$ cat config.mk
export PLATFORM = sky130hd
export DESIGN_NAME = knn_cell
export DESIGN_NICKNAME = d
export VERILOG_FILES = /design/src/hw/rtl/knn_pkg.sv /design/src/hw/rtl/knn_cell.sv
export SDC_FILE = /design/constraint.sdc
export NUM_CORES = 1
export LEC_CHECK = 0
export BUFFER_PORTS_ARGS = -buffer_cell sky130_fd_sc_hd__buf_2
export CORE_MARGIN = 3
export CORE_UTILIZATION = 40
export CTS_CLUSTER_SIZE = 16
export DETAILED_ROUTE_END_ITERATION = 12
export PLACE_DENSITY = 0.83
export SLEW_MARGIN = 15
export SYNTH_ARGS = -nofsm -noshare
export SYNTH_HDL_FRONTEND = slang
export SYNTH_SLANG_ARGS = --single-unit
$ cat constraint.sdc
create_clock -name clock -period 7.7 [get_ports clock]
set_input_delay 1.155 -clock clock [delete_from_list [all_inputs] [get_ports clock]]
set_output_delay 1.155 -clock clock [all_outputs]
set_load 0.01 [all_outputs]
$ cat src/hw/rtl/knn_pkg.sv
// knn_pkg: shared types and constants of the k-nearest-neighbour classifier
// no dependencies; used by the interfaces and every rtl module
package knn_pkg;

   localparam int ATTR_BITS  = 16;
   localparam int LABEL_W    = 4;
   localparam int VOTE_W     = 5;
   localparam int OP_W       = 2;
   localparam int CFG_W      = 5;
   localparam int SQ_W       = 2 * ATTR_BITS;
   // 64 attributes of squares below 2^32 fit easily
   localparam int DIST_W     = 40;
   localparam int CSR_ADDR_W = 4;
   localparam int CSR_DATA_W = 32;

   typedef enum logic [OP_W-1:0] {
      OP_CLEAR = 2'd0,
      OP_TRAIN = 2'd1,
      OP_TEST  = 2'd2,
      OP_NOP   = 2'd3
   } op_type;

   typedef enum logic [1:0] {
      REG_K       = 2'd0,
      REG_CLASSES = 2'd1,
      REG_ATTRS   = 2'd2,
      REG_NONE    = 2'd3
   } reg_index_type;

   typedef struct packed {
      logic valid;
      logic first;
      logic last;
   } dist_ctl_type;

   typedef struct packed {
      logic clear;
      logic insert;
      logic shift;
   } cell_ctl_type;

   typedef struct packed {
      logic               valid;
      logic [DIST_W-1:0]  distance;
      logic [LABEL_W-1:0] label;
   } cell_data_type;

endpackage

$ cat src/hw/rtl/knn_cell.sv
// knn_cell: one place of the sorted nearest-neighbour chain
// depends on knn_pkg
module knn_cell (
   input  logic                         clock,
   input  logic                         reset,
   input  knn_pkg::cell_ctl_type        ctl,
   input  logic                         enable,
   input  logic [knn_pkg::DIST_W-1:0]   ins_dist,
   input  logic [knn_pkg::LABEL_W-1:0]  ins_label,
   input  knn_pkg::cell_data_type       prev_data,
   input  logic                         prev_less,
   input  knn_pkg::cell_data_type       next_data,
   output knn_pkg::cell_data_type       data,
   output logic                         less
);
   knn_pkg::cell_data_type data_ff, data_in;

   // strict compare: an equal distance stays behind the earlier entry
   assign less = enable & (~data_ff.valid | (ins_dist < data_ff.distance));

   always_comb begin
      data_in = data_ff;
      if (ctl.clear) begin
         data_in.valid = 1'b0;
      end else if (ctl.insert && less) begin
         if (prev_less) begin
            data_in = prev_data;
         end else begin
            data_in.valid    = 1'b1;
            data_in.distance = ins_dist;
            data_in.label    = ins_label;
         end
      end else if (ctl.shift) begin
         data_in = next_data;
      end
   end

   always_ff @(posedge clock) begin
      if (reset) begin
         data_ff <= '0;
      end else begin
         data_ff <= data_in;
      end
   end

   assign data = data_ff;
endmodule

* After elaboration in Yosys (flattened, before gate mapping)
Index checks and enable logic that the tools add are counted.
** Cells by class
- Magnitude comparators :: 1
- Muxes and demuxes :: 3
- Bitwise operators :: 4
- Reductions and logical operators :: 4
** Operators by type and width (count)
- 2-to-1 mux 45 bit :: 3
- less-than comparator 40 bit :: 1
- NOT 1 bit :: 2
- AND reduction 2 bit :: 1
- nonzero test 2 bit :: 1
- OR reduction 2 bit :: 1
- bitwise AND 1 bit :: 1
- logical AND 1 bit :: 1
- OR 1 bit :: 1
** Word-level totals
- Register bits after elaboration :: 45
- Input bits :: 141
- Output and inout bits :: 46

* Depth between registers and ports, before layout
- Depth after elaboration :: 6
- Gate-level depth with buffers :: 11

* Least setup slack after synthesis
OpenSTA, ideal clock, no wires.
- Path type :: input-to-output
- Start point :: input port ins_dist[38] (netlist bit)
- End point :: output port less
- Arrival :: 2542 ps
- Data required time :: 6545 ps
- Setup slack :: 4003 ps
- Stages :: 6
- Cells stage by stage :: ha_1 -> nand4_2 -> nor4_4 -> nand2_2 -> o41ai_4 -> a22oi_1
** Between the ends
- Cells in the longest elaborated chain, start to end :: 3
** Ends and longest elaborated chain
- start: declaration :: line knn_cell.sv:8 : input logic [knn_pkg::DIST_W-1:0] ins_dist,
- less-than comparator 40 bit :: line knn_cell.sv:19 : assign less = enable & (~data_ff.valid | (ins_dist < data_ff.distance));
- OR 1 bit :: line knn_cell.sv:19
- bitwise AND 1 bit :: line knn_cell.sv:19
- end: declaration :: line knn_cell.sv:14 : output logic less
No other way between the ends.

* Worst setup path after layout
Same ends and word-level chain as after synthesis.

==> results.rst <==
.. list-table::
   :header-rows: 1

   * - Metric
     - Value
   * - Width of the chip
     - ~100 microns
   * - Worst supply voltage drop on vdd
     - 0.0000685 V
   * - Number of flip-flops and latches in the synthesized netlist
     - 45
   * - Aggregate global routing overflow
     - 0
   * - Timing-limited maximum frequency
     - roughly 240 MHz
   * - Share of the yosys chip area belonging to registers
     - 24.5%
   * - Clock transition time at the flip-flop clock pins of the worst setup and hold paths
     - 0.08 ns
   * - Worst Path Required
     - 6.55 ns
   * - Cts hold-fix bufs
     - 0
   * - Setup WS post-layout
     - 3.57 ns
   * - Number of cells upsized or downsized after cts
     - 0
   * - Switching part of the total power
     - 32.3%
   * - Final weighted congestion in routability-driven placement
     - 0.874
   * - Asr flop ratio synth
     - 0%
   * - Initial standard-cell utilization of the core
     - 41.7%
   * - Status
     - finished clean
   * - Max-slew violations
     - 0
   * - Setup repair after global routing missed its margin
     - false
   * - Setup clock skew after layout
     - 0.00558 ns
   * - Placement Rows
     - 34
   * - First element of the critical path
     - ins_dist[38]
   * - Post-synthesis average cell area
     - 9.26 sq um
   * - Critical Path AT
     - 2.97 ns
   * - Setup Slack @ Placement
     - between 3 and 4 ns
   * - Sequential Area
     - around 900 sq um
   * - Most common flop cell mapped by yosys
     - sky130_fd_sc_hd__dfxtp_1
   * - Initial antenna violation count
     - 0
   * - Overall die height
     - around 100 microns
   * - Unique cell type count in the Yosys netlist
     - 37
   * - Inst Count DP
     - between 600 and 700
   * - Count of flip-flops with a built-in enable after synthesis
     - 0
   * - Antenna viol nets, final
     - 0
   * - Detail-routed via count per cell
     - 5.46
   * - Number of CTS-inserted buffers
     - 5
   * - Maximum fanout along the worst path
     - 3
   * - Fraction of the core area covered by cells at the end of the flow
     - ~53%
   * - Clock Power Share
     - 24.7%
   * - Max clock buf depth
     - 2
   * - Synth-to-layout area growth
     - 27.7%
   * - Per-cell routed wire length
     - 15.8 microns
   * - Portion of the clock cycle consumed by the worst path in the final layout
     - between 50% and 60%
   * - Final Hold Viols
     - 0
   * - Min Clock Period, post-route
     - 4.13 ns
   * - Cell Pwr Density
     - approximately 140 nW/um^2
   * - Vias
     - roughly 3,700
   * - Die area
     - 10,400 sq um
   * - Switching component of the power
     - 209 uW
   * - Drt initial violations
     - 132
   * - Flip-flop count of the largest register, all copies and words added
     - 45
   * - CTS tree
     - yes
   * - Normalized max-slew margin
     - 29.1%
   * - Clock tree root driver cell
     - sky130_fd_sc_hd__clkbuf_8
   * - Worst Setup Start Kind
     - input pin
   * - Startpoint of the worst-slack reg-to-reg timing path
     - data[42]
   * - Most common library cell in the layout ignoring fill and taps
     - sky130_fd_sc_hd__buf_2
   * - Category of the critical setup timing path
     - in -> out
   * - Netlist area before placement
     - around 3700 sq um
   * - Number of antenna cells inserted
     - 0
   * - Measured slew at the worst slew-check pin
     - 1.06 ns
   * - Wire length of the first global-routing pass
     - about 17 mm
   * - Placed wire-length estimate after detailed placement
     - 8.46 mm
   * - Fill cell total of the finished layout
     - 810
   * - Reg-to-reg setup timing slack
     - 4.26 ns
   * - Top-level port count
     - 187
   * - Number of nets produced by synthesis
     - roughly 580
   * - Layout Cells excl Fill
     - 676
   * - Sort of element at the end of the critical path
     - output port
   * - Worst R2R Path Depth
     - 10
   * - Internal power summed over all cells
     - approximately 440 uW
   * - Pin count of the biggest net entering global routing
     - between 40 and 50
   * - Relative contribution of combinational cells to total power
     - roughly 35%
   * - CTS Sinks
     - 45
   * - Number of maximum-capacitance constraint violations
     - 0
   * - Total of buffers placed on input and output ports
     - 186
   * - Proportion of power drawn by flip-flops and latches
     - 40.7%
   * - Synthesized instance count
     - 397
   * - Count of TritonRoute iterations in the first routing pass
     - 4
   * - Commonest cells after routing, fill and taps aside
     - sky130_fd_sc_hd__buf_2, sky130_fd_sc_hd__mux2i_1, sky130_fd_sc_hd__nand2_1, sky130_fd_sc_hd__dfxtp_1, sky130_fd_sc_hd__a32o_1
   * - Capture point of the worst path
     - less
   * - Ratio of cells with drive above 1 in the final layout
     - 36.3%
   * - Final setup violating endpoints
     - 0
   * - Number of setup buffers added after CTS
     - 0
   * - Endpoint of the most critical register-to-register path
     - data[35]
   * - CTS H-Tree Depth
     - 2
   * - Number of global-route vias before repair
     - 3,739
   * - Area taken by multi-input logic gates
     - 2430 sq um
   * - Tot GR Track Use
     - about a fifth
   * - Nets@finish
     - 747
   * - Yosys warnings
     - 0
   * - Core outline area
     - 8810 sq um
   * - Remaining design rule violation count
     - 0
   * - Min-Delay Path Class
     - reg -> reg
   * - Clock latency of the later-clocked register in the worst-skew pair
     - 0.29 ns
   * - Post-detailed-routing wire length
     - 10.7 mm
   * - Total negative slack
     - 0 ns
   * - Leakage power total
     - 2.37 nW
how the worst min path moves through the flow:
stage	startpoint	cells past startpoint	slack [ns]	to
6_report	data[3]	1	0.51	data[3]
5_1_grt	data[3]	1	0.52	data[3]
4_1_cts	data[3]	1	0.50	data[3]
3_5_place_dp	data[3]	1	0.48	data[3]
3_3_place_gp	data[1]	1	0.48	data[1]
2_1_floorplan	data[0]	1	0.54	data[0]
layer usage:
layer / track usage, % / up-vias / routed length [microns] / part of all wire, %
li1: - / 1809 / - / -
met1: 24.3 / 1718 / 4610 / 43
met2: 37.4 / 147 / 5200 / 49
met3: 3.28 / 18 / 688 / 6.4
met4: 5.75 / 0 / 196 / 1.8
met5: 0 / - / 0 / 0
critical path, cell delays in order:
cell                       delay (ns)
sky130_fd_sc_hd__buf_2           0.12
sky130_fd_sc_hd__ha_1            0.34
sky130_fd_sc_hd__nand4_2         0.17
sky130_fd_sc_hd__nor4_4          0.34
sky130_fd_sc_hd__nand2_2         0.13
sky130_fd_sc_hd__o211ai_1        0.36
sky130_fd_sc_hd__a22oi_1         0.19
sky130_fd_sc_hd__buf_2           0.17
synth_stat cells (2+ instances only):
cell type | instances | share of area, %
sky130_fd_sc_hd__buf_12 | 5 | 2.7
sky130_fd_sc_hd__a211oi_1 | 3 | 0.61
sky130_fd_sc_hd__inv_1 | 42 | 4.3
sky130_fd_sc_hd__dfxtp_1 | 45 | 25
sky130_fd_sc_hd__a32o_1 | 44 | 12
sky130_fd_sc_hd__nand3_1 | 4 | 0.54
sky130_fd_sc_hd__mux2i_1 | 88 | 24
sky130_fd_sc_hd__o21ai_0 | 5 | 0.68
sky130_fd_sc_hd__a221oi_1 | 2 | 0.48
sky130_fd_sc_hd__clkbuf_1 | 17 | 1.7
sky130_fd_sc_hd__nand4_1 | 3 | 0.51
sky130_fd_sc_hd__a21oi_1 | 12 | 1.6
sky130_fd_sc_hd__nor2_1 | 7 | 0.71
sky130_fd_sc_hd__buf_2 | 4 | 0.54
sky130_fd_sc_hd__ha_1 | 39 | 13
sky130_fd_sc_hd__nand2_1 | 56 | 5.7
area by class of cell:
cell class / instances / share of cell area (%)
clock buffers: 7 / 2.05
flip-flops and latches: 45 / 19.2
well taps: 108 / 2.88
inverters: 43 / 3.44
repair buffers: 190 / 20.5
multi-input cells: 282 / 51.9
clock inverters: 1 / 0.107
power groups by stage:
stage                     logic [mW]  registers (mW)  clock network (mW)
after global placement         0.215           0.268                   0
after global routing           0.251           0.265               0.173
after floorplan                0.139           0.274                   0
after CTS                      0.225           0.263               0.165
final                          0.224           0.263               0.160
after detailed placement       0.225           0.268                   0
stage by stage:
stage | instance area [sq um] | power [mW] | hold slack [ns]
final | 4690 | 0.647 | 0.507
after floorplan | 3680 | 0.412 | 0.540
after CTS | 4690 | 0.653 | 0.505
after global routing | 4690 | 0.689 | 0.521
after detailed placement | 4590 | 0.493 | 0.484
after global placement | 4590 | 0.483 | 0.481
cell families after synthesis:
family,Yosys count,synth area share [%]
muxes,89,24.3
AOI/OAI and AO/OA,78,19.3
and+or+nand+nor,76,9.12
buffers and inverters,70,9.50
DFF,45,24.5
adders and majority gates,39,13.3
(Power assumes the default switching activity.)
