--- src/hw/rtl/knn_pkg.sv ---
// knn_pkg: shared types and constants of the k-nearest-neighbour classifier
// no dependencies; used by the interfaces and every rtl module
package knn_pkg;

   localparam int ATTR_BITS  = 16;
   localparam int LABEL_W    = 4;
   localparam int VOTE_W     = 5;
   localparam int OP_W       = 2;
   localparam int CFG_W      = 5;
   localparam int SQ_W       = 2 * ATTR_BITS;
   // 64 attributes of squares below 2^32 fit easily
   localparam int DIST_W     = 40;
   localparam int CSR_ADDR_W = 4;
   localparam int CSR_DATA_W = 32;

   typedef enum logic [OP_W-1:0] {
      OP_CLEAR = 2'd0,
      OP_TRAIN = 2'd1,
      OP_TEST  = 2'd2,
      OP_NOP   = 2'd3
   } op_type;

   typedef enum logic [1:0] {
      REG_K       = 2'd0,
      REG_CLASSES = 2'd1,
      REG_ATTRS   = 2'd2,
      REG_NONE    = 2'd3
   } reg_index_type;

   typedef struct packed {
      logic valid;
      logic first;
      logic last;
   } dist_ctl_type;

   typedef struct packed {
      logic clear;
      logic insert;
      logic shift;
   } cell_ctl_type;

   typedef struct packed {
      logic               valid;
      logic [DIST_W-1:0]  distance;
      logic [LABEL_W-1:0] label;
   } cell_data_type;

endpackage

--- src/hw/rtl/knn_dist.sv ---
// knn_dist: subtract, square and accumulate pipeline for one distance
// depends on knn_pkg
module knn_dist (
   input  logic                                 clock,
   input  logic                                 reset,
   input  knn_pkg::dist_ctl_type                ctl_in,
   input  logic signed [knn_pkg::ATTR_BITS-1:0] train_val,
   input  logic signed [knn_pkg::ATTR_BITS-1:0] test_val,
   input  logic [knn_pkg::LABEL_W-1:0]          label_in,
   output logic                                 done,
   output logic [knn_pkg::DIST_W-1:0]           distance,
   output logic [knn_pkg::LABEL_W-1:0]          label_out
);
   logic signed [knn_pkg::ATTR_BITS:0]     diff;
   logic signed [2*knn_pkg::ATTR_BITS+1:0] prod;
   logic [knn_pkg::SQ_W-1:0]               sq_ff, sq_in;
   knn_pkg::dist_ctl_type                  ctl_ff;
   logic [knn_pkg::LABEL_W-1:0]            lab2_ff, lab3_ff;
   logic [knn_pkg::DIST_W-1:0]             acc_ff, acc_in;
   logic                                   done_ff, done_in;

   assign diff  = {train_val[knn_pkg::ATTR_BITS-1], train_val}
                - {test_val[knn_pkg::ATTR_BITS-1], test_val};
   assign prod  = diff * diff;
   assign sq_in = prod[knn_pkg::SQ_W-1:0];

   always_comb begin
      acc_in  = acc_ff;
      done_in = ctl_ff.valid & ctl_ff.last;
      if (ctl_ff.valid) begin
         if (ctl_ff.first) begin
            acc_in = knn_pkg::DIST_W'(sq_ff);
         end else begin
            acc_in = acc_ff + knn_pkg::DIST_W'(sq_ff);
         end
      end
   end

   always_ff @(posedge clock) begin
      if (reset) begin
         ctl_ff  <= '0;
         done_ff <= 1'b0;
      end else begin
         ctl_ff  <= ctl_in;
         done_ff <= done_in;
      end
   end

   always_ff @(posedge clock) begin
      sq_ff   <= sq_in;
      lab2_ff <= label_in;
      lab3_ff <= lab2_ff;
      acc_ff  <= acc_in;
   end

   assign done      = done_ff;
   assign distance  = acc_ff;
   assign label_out = lab3_ff;
endmodule

--- config.mk ---
export PLATFORM = sky130hd
export DESIGN_NAME = knn_dist
export DESIGN_NICKNAME = d
export VERILOG_FILES = /design/src/hw/rtl/knn_pkg.sv /design/src/hw/rtl/knn_dist.sv
export SDC_FILE = /design/constraint.sdc
export NUM_CORES = 1
export LEC_CHECK = 0
export CAP_MARGIN = 20
export CORE_MARGIN = 2
export CORE_UTILIZATION = 35
export DETAILED_ROUTE_END_ITERATION = 7
export DONT_BUFFER_PORTS = 1
export PLACE_DENSITY = 0.58
export RECOVER_POWER = 25
export SYNTH_ARGS = -nofsm -noshare
export SYNTH_HDL_FRONTEND = slang
export SYNTH_SLANG_ARGS = --single-unit
--- constraint.sdc ---
create_clock -name clock -period 12.9 [get_ports clock]
set_input_delay 0.645 -clock clock [delete_from_list [all_inputs] [get_ports clock]]
set_output_delay 0.645 -clock clock [all_outputs]
set_load 0.01 [all_outputs]
---- Word-level counts from Yosys, hierarchy flattened ----
Index checks and enable logic that the tools add are counted.
storage, ports and cells
  register bits ........................... 84
  bits of input ports ..................... 41
cells by class
  add/subtract/negate cells ............... 2
  bitwise operators ....................... 1
  muxes and demuxes ....................... 1
  multipliers ............................. 1
operator list
  kind            number
  $add 40x32->40  1
  $mul 17x17->32  1
  $mux 32         1
  $sub 16x16->17  1
  $and 1x1->1     1

---- Depth between registers and ports, before layout ----
Gate-level depths: netlist of the first run.
  depth in word-level cells ............... 2
  mapped depth ............................ 35
  depth with buffers taken out ............ 34

---- Least setup slack after synthesis of the first run ----
No wires, ideal clock.
  path type ............................... in2reg
  start point ............................. in train_val[0] (netlist bit)
  end point ............................... reg sq_ff[30] (netlist bit)
  stages on the path ...................... 30
  data arrival time ....................... 7.962 ns
  setup slack ............................. 4.866 ns
  buffers on the path ..................... 1
  library setup time ...................... 0.072 ns
  cell sequence ........................... inv_1 -> ha_1 -> fa_1 -> nor2b_1 -> o21ai_1 -> a21oi_1 -> nor2_1 -> o31ai_1 -> o31ai_1 -> nand2b_1 -> a21o_1 -> inv_2 -> clkbuf_1 -> nor2_1 -> fa_1 -> fa_1 -> inv_1 -> fa_1 -> fa_1 -> inv_1 -> fa_1 -> inv_1 -> fa_1 -> inv_1 -> ha_1 -> and4_1 -> a31o_2 -> a41o_1 -> o41ai_1 -> xnor2_1
on the way
  longest elaborated chain between the ends .. 2
RTL lines
  what                  line            text
  from (decl)           knn_dist.sv:7   input logic signed [knn_pkg::ATTR_BITS-1:0] train_val,
  $sub 16x16->17        knn_dist.sv:23  - {test_val[knn_pkg::ATTR_BITS-1], test_val};
  $mul 17x17->32        knn_dist.sv:24  assign prod = diff * diff;
  net prod (one bit)    knn_dist.sv:15  logic signed [2*knn_pkg::ATTR_BITS+1:0] prod;
  to (signal assigned)  knn_dist.sv:50  sq_ff <= sq_in;
  to (decl)             knn_dist.sv:16  logic [knn_pkg::SQ_W-1:0] sq_ff, sq_in;
The timed path passes the listed nets, and every way through them passes these cells.
A chain may end at the register's enable or synchronous reset.

---- Worst setup path in the final report of the first run ----
Ends and elaborated chain as after synthesis.

==> run_results.csv, run 1 <==
group,metric,value,unit
route,drt_pass1_iterations,5,
sta,slew_viol_final,42,
cts,post_cts_buffers,0,
cts,cts_tree,"built",
placement,io_buffer_count,0,
min_path,min_path_type,"in2reg",
floorplan,dieArea,41900,µm²
logic_synthesis,synthFlopType,"dfxtp_1",
setup_path,crit_top_cell,"fa_1",
sta,setup_viol,0,
setup_path,worst_setup_path_start_kind,"input pin",
cts,cts_buffer_depth,2,
placement,gp_congestion,0.886,
setup_path,worstPathArrival,8.86,ns
placement,placed_area,14700,µm²
sta,setup_tns,0,ns
global_routing,grt_max_degree,71,
cts,insertion_delay,0.34,ns
floorplan,die_width,205,µm
cts,cts_max_level,3,
status,violations,"capacitance limit, slew limit",
sta,max_freq,0.116,GHz
logic_synthesis,synthCells,1536,
cts,clkTransAtPathRegs,0.07,ns
logic_synthesis,syn_area,14100,µm²
route,post_drt_wl_per_cell,15.9,µm
floorplan,io_pins,86,
logic_synthesis,yosysWarnings,0,
sta,fin_skew,0.00937,ns
floorplan,die_h,205,µm
logic_synthesis,synth_top_area_share,36.7,%
floorplan,core,39700,µm²
sta,fin_crit,8.59,ns
logic_synthesis,ys_async_sr_fraction,0,%
sta,max_slew_margin,-29.8,%
finish,nFillCells,4006,
finish,diodes,0,
placement,pre_cts_ws,3.79,ns
setup_path,slowest_delay,0.87,ns
global_routing,antenna_found_initial,0,
route,antenna_left,0,
setup_path,worstSetupEndpointType,"flop",
cts,cts_resized,0,
logic_synthesis,synth_area_leaders,"fa_1, ha_1, inv_1, edfxtp_1, dfxtp_1",
cts,cts_root_buf,"clkbuf_16",
route,vias,10100,
finish,nNetsFinal,1951,
setup_path,crit_required,13.17,ns
route,initialDrtViolationCount,532,
finish,drive_gt1_share,3.40,%
floorplan,rows,73,
sta,post-route-period-util,66.6,%
flow_run,drv_cap,1,
logic_synthesis,synth_seq_area_share,14.6,%
setup_path,path_class,"in2reg",
setup_path,path_max_fanout,11,
logic_synthesis,synth_edf_count,40,
route,drc,0,
finish,fin_area,15000,µm²
global_routing,grtUsageTotal,16.5,%
finish,syn_to_final_growth,6.58,%
status,status,"finished with violations",
logic_synthesis,synth.distinct_cells,68,
global_routing,grt_pass1_vias,10900,
cts,postCtsHoldBufs,0,
cts,clock-sinks,83,
placement,post-dp-hpwl,27400,µm
route,avgViaCountPerCell,4.89,
sta,hold_violations,0,
logic_synthesis,synth.avg_cell_area,9.17,µm²
setup_path,cp_slowest_cell,"xor2_1",
sta,tightest_slew,1.94,ns
route,drt-total-wl,32800,µm
logic_synthesis,synth_nets,1961,
floorplan,start_util,35.4,%
logic_synthesis,yosys-top-cells-count,"inv_1, fa_1, nand2_1",
global_routing,grt_pass1_wl,54900,µm
cts,cts_made_buffers,9,
logic_synthesis,yosys.area.top_type,"fa_1",
global_routing,gr-total-overflow,0,
sta,final.setup.worst_slack,4.31,ns
logic_synthesis,ys_seq_elements,83,
logic_synthesis,synth.most_common_cell,"inv_1",
sta,rsz0062_at_grt,"false",
## worst max-delay path, delay by kind of cell
| kind | cells | cell delay (ns) |
|---|---|---|
| xor gates and xnor gates | 2 | 1.04 |
| buffers and inverters | 7 | 0.60 |
| AOI/OAI and AO/OA | 7 | 1.75 |
| adders and majority gates | 9 | 4.15 |
| and+or+nand+nor | 4 | 0.68 |
## metal layers
| layer | wire [µm] | part of all wire, % | GRT usage, % | vias up |
|---|---|---|---|---|
| li1 | - | - | - | 4767 |
| met1 | 14700 | 45 | 21.6 | 4987 |
| met2 | 15700 | 48 | 28.6 | 265 |
| met3 | 2000 | 6.1 | 2.99 | 34 |
| met4 | 463 | 1.4 | 3.26 | 0 |
| met5 | 0 | 0 | 0 | - |
## per-stage QoR
step / cells / utilization (%) / hold WS [ns]
after floorplan: 1536 / - / 0.310
after global placement: 2039 / 37.0 / 0.312
after detailed placement: 2039 / 37.0 / 0.312
after CTS: 2055 / 37.8 / 0.311
after global routing: 2056 / 37.8 / 0.308
final: 2056 / 37.8 / 0.323
## final cells by class
type                    instances  area [µm²]  area share (%)
multi-input cells            1060       10500            70.2
inverters                     360        1350            9.00
clock buffers                  10         239            1.59
well taps                     525         657            4.38
repair buffers                 12        90.1           0.600
clock inverters                 6        72.6           0.483
flip-flops and latches         83        2060            13.7
## cells in the final DEF, fill, tap and decap left out, types with 3 or more instances in the layout
master,Yosys,final
a2111o_1,3,3
a211oi_1,9,9
a21o_1,17,17
a21oi_1,66,66
a31oi_1,3,3
and2_1,3,3
and3_1,6,6
buf_4,0,12
clkbuf_16,0,9
dfxtp_1,43,42
edfxtp_1,40,40
fa_1,258,258
ha_1,126,126
inv_1,354,354
inv_2,6,6
mux2_2,3,3
mux2i_1,3,3
nand2_1,138,138
nand2b_1,20,20
nand3_1,12,12
nand4_1,3,3
nor2_1,127,127
nor2b_1,15,15
nor3_1,12,12
nor3b_1,3,3
o211ai_1,3,3
o21a_1,13,13
o21ai_0,65,65
o21ai_1,5,5
o21bai_1,8,8
o22ai_1,3,3
o31ai_1,9,9
or2_2,4,4
or3_1,7,7
xnor2_1,52,52
xor2_1,26,26
## cell families after synthesis
kind of cell	synth area share (%)
buf+inv	10.5
fa+ha+maj	47.9
simple gates	11.1
compound gates	10.4
flops	14.6
xor+xnor	4.85
mux	0.533
## registers in the layout, indices dropped and copies added (netlist names)
register	count
lab2_ff	4
sq_ff	31
distance	40
label_out	4
ctl_ff	3
done	1
## path summary, 6_finish.rpt
path                            depth (start not counted)  slack (ns)    startpoint           end
worst max-delay path                                   29        4.31  train_val[0]     sq_ff[30]
worst max register to register                          9        9.47   distance[6]  distance[35]
worst min-delay path                                    0        0.32   label_in[1]    lab2_ff[1]
worst min register to register                          0        0.33    lab2_ff[2]  label_out[2]
Power of run 1 is left out: the tool's default activity adds up to more than one toggle a clock period on the data nets, which glitch-free logic cannot reach.
==> run 2: changes to the inputs <==
==> constraint.sdc (replaced) <==
create_clock -name clock -period 8.6 [get_ports clock]
set_input_delay 0.43 -clock clock [delete_from_list [all_inputs] [get_ports clock]]
set_output_delay 0.43 -clock clock [all_outputs]
set_load 0.01 [all_outputs]
==> run_results.csv, run 2 (synthesized netlist as in run 1, its figures left out) <==
group,metric,value,unit
status,status,"complete, no violations",
floorplan,dieArea,41900,µm²
sta,tightest_slew,1.04,ns
route,post_drt_wl_per_cell,15.8,µm
route,vias,10100,
cts,cts_buffer_depth,2,
floorplan,core,39700,µm²
cts,cts_max_level,3,
route,drt_pass1_iterations,5,
floorplan,io_pins,86,
cts,cts_made_buffers,9,
floorplan,die_width,205,µm
setup_path,cp_top_family,"adder cells",
finish,syn_to_final_growth,7.23,%
global_routing,grt_max_degree,71,
finish,nNetsFinal,1967,
cts,cts_root_buf,"clkbuf_16",
sta,fin_skew,0.0126,ns
setup_path,slowest_delay,0.54,ns
cts,post_cts_buffers,0,
route,antenna_left,0,
sta,setup_viol,0,
finish,drive_gt1_share,4.27,%
placement,post-dp-hpwl,27600,µm
cts,postCtsHoldBufs,0,
floorplan,start_util,35.4,%
cts,cts_resized,0,
cts,insertion_delay,0.34,ns
sta,max_slew_margin,30.8,%
global_routing,antenna_found_initial,0,
route,drt-met1-wl,14900,µm
sta,max_freq,0.128,GHz
finish,diodes,0,
placement,gp_congestion,0.901,
route,top_layer,"met4",
floorplan,die_h,205,µm
sta,hold_violations,0,
route,wl_met3,1820,µm
cts,cts_tree,"built",
setup_path,path_class,"in2reg",
setup_path,cp_slowest_cell,"fa_1",
route,drc,0,
sta,post-route-period-util,90.6,%
setup_path,worst_setup_path_start_kind,"input pin",
finish,multi_input_area,10500,µm²
sta,slew_viol_final,0,
setup_path,crit_top_cell,"fa_1",
floorplan,rows,73,
placement,io_buffer_count,0,
setup_path,path_max_fanout,10,
route,avgViaCountPerCell,4.87,
finish,nFillCells,3996,
finish,mostFrequentLayoutCells,"inv_1, fa_1, nand2_1",
route,drt-total-wl,32800,µm
global_routing,grt_pass1_wl,54900,µm
flow_run,drv_cap,0,
setup_path,worstSetupEndpointType,"flop",
global_routing,grt_pass1_vias,11000,
finish,final_common_cell,"inv_1",
sta,setup_tns,0,ns
global_routing,gr-total-overflow,0,
setup_path,crit_required,8.87,ns
min_path,min_path_type,"in2reg",
route,initialDrtViolationCount,520,
cts,clock-sinks,83,
setup_path,worstPathArrival,8.06,ns
finish,largest_reg_flops,40,
global_routing,grtUsageTotal,16.4,%
finish,regArea,2060,µm²
sta,rsz0062_at_grt,"false",
cts,clkTransAtPathRegs,0.07,ns
sta,fin_crit,7.80,ns
setup_path,worst-path-buf-inv,7,
route,met2_wirelength,15700,µm
run 2: per-layer routing:
| layer | up-vias | track usage [%] |
|---|---|---|
| li1 | 4815 | - |
| met1 | 4998 | 21.2 |
| met2 | 252 | 29.2 |
| met3 | 30 | 2.32 |
| met4 | 0 | 3.36 |
| met5 | - | 0 |
run 2: cell type report:
| cell class | count | area share, % |
|---|---|---|
| flip-flops and latches | 83 | 13.7 |
| well taps | 525 | 4.35 |
| repair buffers | 28 | 1.39 |
| clock inverters | 3 | 0.133 |
| inverters | 360 | 8.95 |
| multi-input cells | 1060 | 69.8 |
| clock buffers | 13 | 1.73 |
run 2: worst paths after layout:
check,from,endpoint,slack (ns),cells after the start
worst max-delay path,train_val[0],sq_ff[30],0.80,30
worst min-delay path,label_in[3],lab2_ff[3],0.12,0
worst max register to register,distance[0],distance[38],5.10,11
worst min register to register,lab2_ff[2],label_out[2],0.33,0
run 2: metrics by stage:
step           hold WS [ns]  util [%]  instances  instance area, µm²  setup slack [ns]
2_1_floorplan         0.310         -       1536               14100             0.781
5_1_grt              0.0997      38.0       2072               15100             0.221
3_3_place_gp          0.312      37.3       2056               14800             0.513
3_5_place_dp          0.312      37.3       2056               14800             0.382
6_report              0.117      38.0       2072               15100             0.805
4_1_cts               0.103      38.0       2072               15100             0.731
Power of run 2 is left out for the same reason.
==> run 3: changes to the inputs <==
--- a/config.mk
+++ b/config.mk
@@ -5,11 +5,14 @@
 export SDC_FILE = /design/constraint.sdc
 export NUM_CORES = 1
 export LEC_CHECK = 0
+export ABC_AREA = 1
 export CAP_MARGIN = 20
+export CORE_ASPECT_RATIO = 1.75
 export CORE_MARGIN = 2
 export CORE_UTILIZATION = 35
 export DETAILED_ROUTE_END_ITERATION = 7
 export DONT_BUFFER_PORTS = 1
+export MAX_ROUTING_LAYER = met4
 export PLACE_DENSITY = 0.58
 export RECOVER_POWER = 25
 export SYNTH_ARGS = -nofsm -noshare
==> run_results.csv, run 3 <==
group,metric,value,unit
min_path,hp-start,"label_in[2]",
sta,max_slew_margin,-14.8,%
placement,io_buffer_count,0,
logic_synthesis,synth_edf_count,40,
setup_path,ff2ff_setup_slack,5.62,ns
logic_synthesis,synth_nets,2446,
logic_synthesis,synth_area_leaders,"fa_1, inv_1, nand2_1, ha_1, edfxtp_1",
cts,post_cts_buffers,0,
floorplan,dieArea,46200,µm²
cts,cts_buffer_depth,2,
setup_path,path_class,"in2reg",
cts,clock-sinks,83,
logic_synthesis,yosys.area.top_type,"fa_1",
cts,cts_resized,0,
cts,clkTransAtPathRegs,0.06,ns
placement,post-dp-hpwl,38900,µm
logic_synthesis,syn_area,15500,µm²
global_routing,top_usage_layer,"met2",
finish,nFillCells,4642,
status,violations,"capacitance limit, slew limit",
placement,dp_cells,2584,
global_routing,grt_max_degree,42,
global_routing,grt_use_met1,19.0,%
status,status,"finished with violations",
setup_path,worstPathArrival,7.71,ns
route,avgViaCountPerCell,4.92,
sta,post-route-period-util,86.6,%
placement,gp_congestion,0.960,
cts,insertion_delay,0.35,ns
floorplan,io_pins,86,
route,drc,0,
logic_synthesis,synthCells,2021,
setup_path,slowest_delay,0.84,ns
floorplan,core,44000,µm²
min_path,worstHoldPathCells,0,
setup_path,cp_slowest_cell,"fa_1",
setup_path,reg2regPathDepth,11,
logic_synthesis,yosysWarnings,0,
cts,cts_made_buffers,9,
sta,rsz0062_at_grt,"false",
logic_synthesis,synth_top_area_share,33.2,%
global_routing,grtUsageTotal,20.7,%
route,post_drt_wl_per_cell,17.2,µm
min_path,min_path_type,"in2reg",
setup_path,r2r-start,"distance[0]",
floorplan,start_util,35.3,%
global_routing,grt_pass1_vias,14100,
sta,slew_viol_final,28,
setup_path,worst_setup_path_start_kind,"input pin",
sta,fin_crit,7.44,ns
finish,final_common_cell,"inv_1",
finish,drive_gt1_share,3.60,%
finish,nNetsFinal,2449,
route,drt-total-wl,44800,µm
logic_synthesis,synth.most_common_cell,"inv_1",
sta,setup_viol,0,
sta,setup_tns,0,ns
floorplan,rows,102,
cts,cts_tree,"built",
global_routing,gr-usage-met3,1.39,%
global_routing,grt_pass1_wl,71700,µm
logic_synthesis,yosys-top-cells-count,"inv_1, nand2_1, fa_1",
finish,final_cells,2601,
setup_path,path_max_fanout,13,
sta,fin_skew,0.00645,ns
logic_synthesis,ys_async_sr_fraction,0,%
setup_path,cp_top_family,"adder cells",
cts,cts_root_buf,"clkbuf_16",
logic_synthesis,synth_seq_area_share,13.3,%
cts,cts_max_level,3,
setup_path,crit_top_cell,"nand2_1",
route,antenna_left,0,
global_routing,gr-total-overflow,0,
sta,hold_violations,0,
setup_path,worst-path-buf-inv,5,
logic_synthesis,synth.avg_cell_area,7.69,µm²
finish,mostFrequentLayoutCells,"inv_1, nand2_1, fa_1",
flow_run,drv_cap,1,
finish,largest_reg_flops,40,
global_routing,use_met2,41.8,%
logic_synthesis,synth.distinct_cells,45,
cts,postCtsHoldBufs,0,
logic_synthesis,synthFlopType,"dfxtp_1",
finish,diodes,0,
route,initialDrtViolationCount,620,
setup_path,crit_required,8.87,ns
floorplan,die_h,283,µm
route,vias,12800,
sta,tightest_slew,1.72,ns
global_routing,antenna_found_initial,0,
setup_path,r2r_end,"distance[30]",
logic_synthesis,ys_seq_elements,83,
floorplan,die_width,163,µm
min_path,holdPathEnd,"lab2_ff[2]",
setup_path,worstSetupEndpointType,"flop",
sta,max_freq,0.134,GHz
route,drt_pass1_iterations,5,
finish,syn_to_final_growth,6.46,%
[run 3: cell types whose count changed after synthesis, sizes merged, moves of 12 or more]
cell / before / now
xnor2: 52 / 14
nor2: 127 / 219
o21ai: 71 / 53
inv: 360 / 480
clkbuf: 31 / 13
nor2b: 15 / 0
a21oi: 67 / 93
nand2: 138 / 457
nand4: 3 / 15
nand3: 13 / 98
nand2b: 20 / 2
[run 3: how the worst max path moves through the flow]
stage	from	to	slack [ns]	depth (start not counted)
after floorplan	train_val[0]	sq_ff[31]	1.94	33
after global placement	train_val[0]	sq_ff[28]	0.86	28
after detailed placement	train_val[0]	sq_ff[28]	0.78	28
after CTS	train_val[0]	sq_ff[28]	1.12	28
after global routing	train_val[0]	sq_ff[30]	0.70	28
final	train_val[0]	sq_ff[28]	1.16	28
[run 3: logic make-up (layout without fill, tap and decap cells)]
group	count (synthesis)	count (layout)	synth area share [%]
AO/OA/AOI/OAI	181	181	6.37
AND/OR/NAND/NOR	825	825	21.9
buffers and inverters	509	517	12.5
adder cells (fa/ha/maj)	384	384	43.4
flip-flops	83	83	13.3
XOR/XNOR	39	39	2.56
[run 3: area by class of cell]
type                       instances  area (µm²)  area share, %
clock inverter                     3        20.0          0.121
tap                              572         716           4.33
sequential                        83        2060           12.5
multi-input combinational       1429       11500           69.8
timing repair buffer              18         131          0.794
inverter                         483        1810           11.0
clock buffer                      13         260           1.57
[run 3: worst register-to-register path, delay by kind of cell, from the launching register on]
kind	cells	cell delay (ns)
flops	1	0.44
simple gates	7	0.75
compound gates	2	0.82
fa+ha+maj	2	0.73
[run 3: per-layer routing]
metal  wire length [µm]  vias to the layer above
met4               2610                        0
met5                  0                        -
met3               1440                      134
met1              15100                     6213
li1                   -                     6107
met2              25700                      345
[run 3: metrics by stage]
stage                     setup slack [ns]  utilization (%)  hold WS, ns  cell area, µm²
after global routing                 0.705             37.6        0.100           16500
after CTS                             1.12             37.6        0.103           16500
final                                 1.16             37.6        0.106           16500
after floorplan                       1.94                -        0.310           15500
after detailed placement             0.783             36.9        0.312           16300
after global placement               0.865             36.9        0.311           16300
Power of run 3 is left out for the same reason.
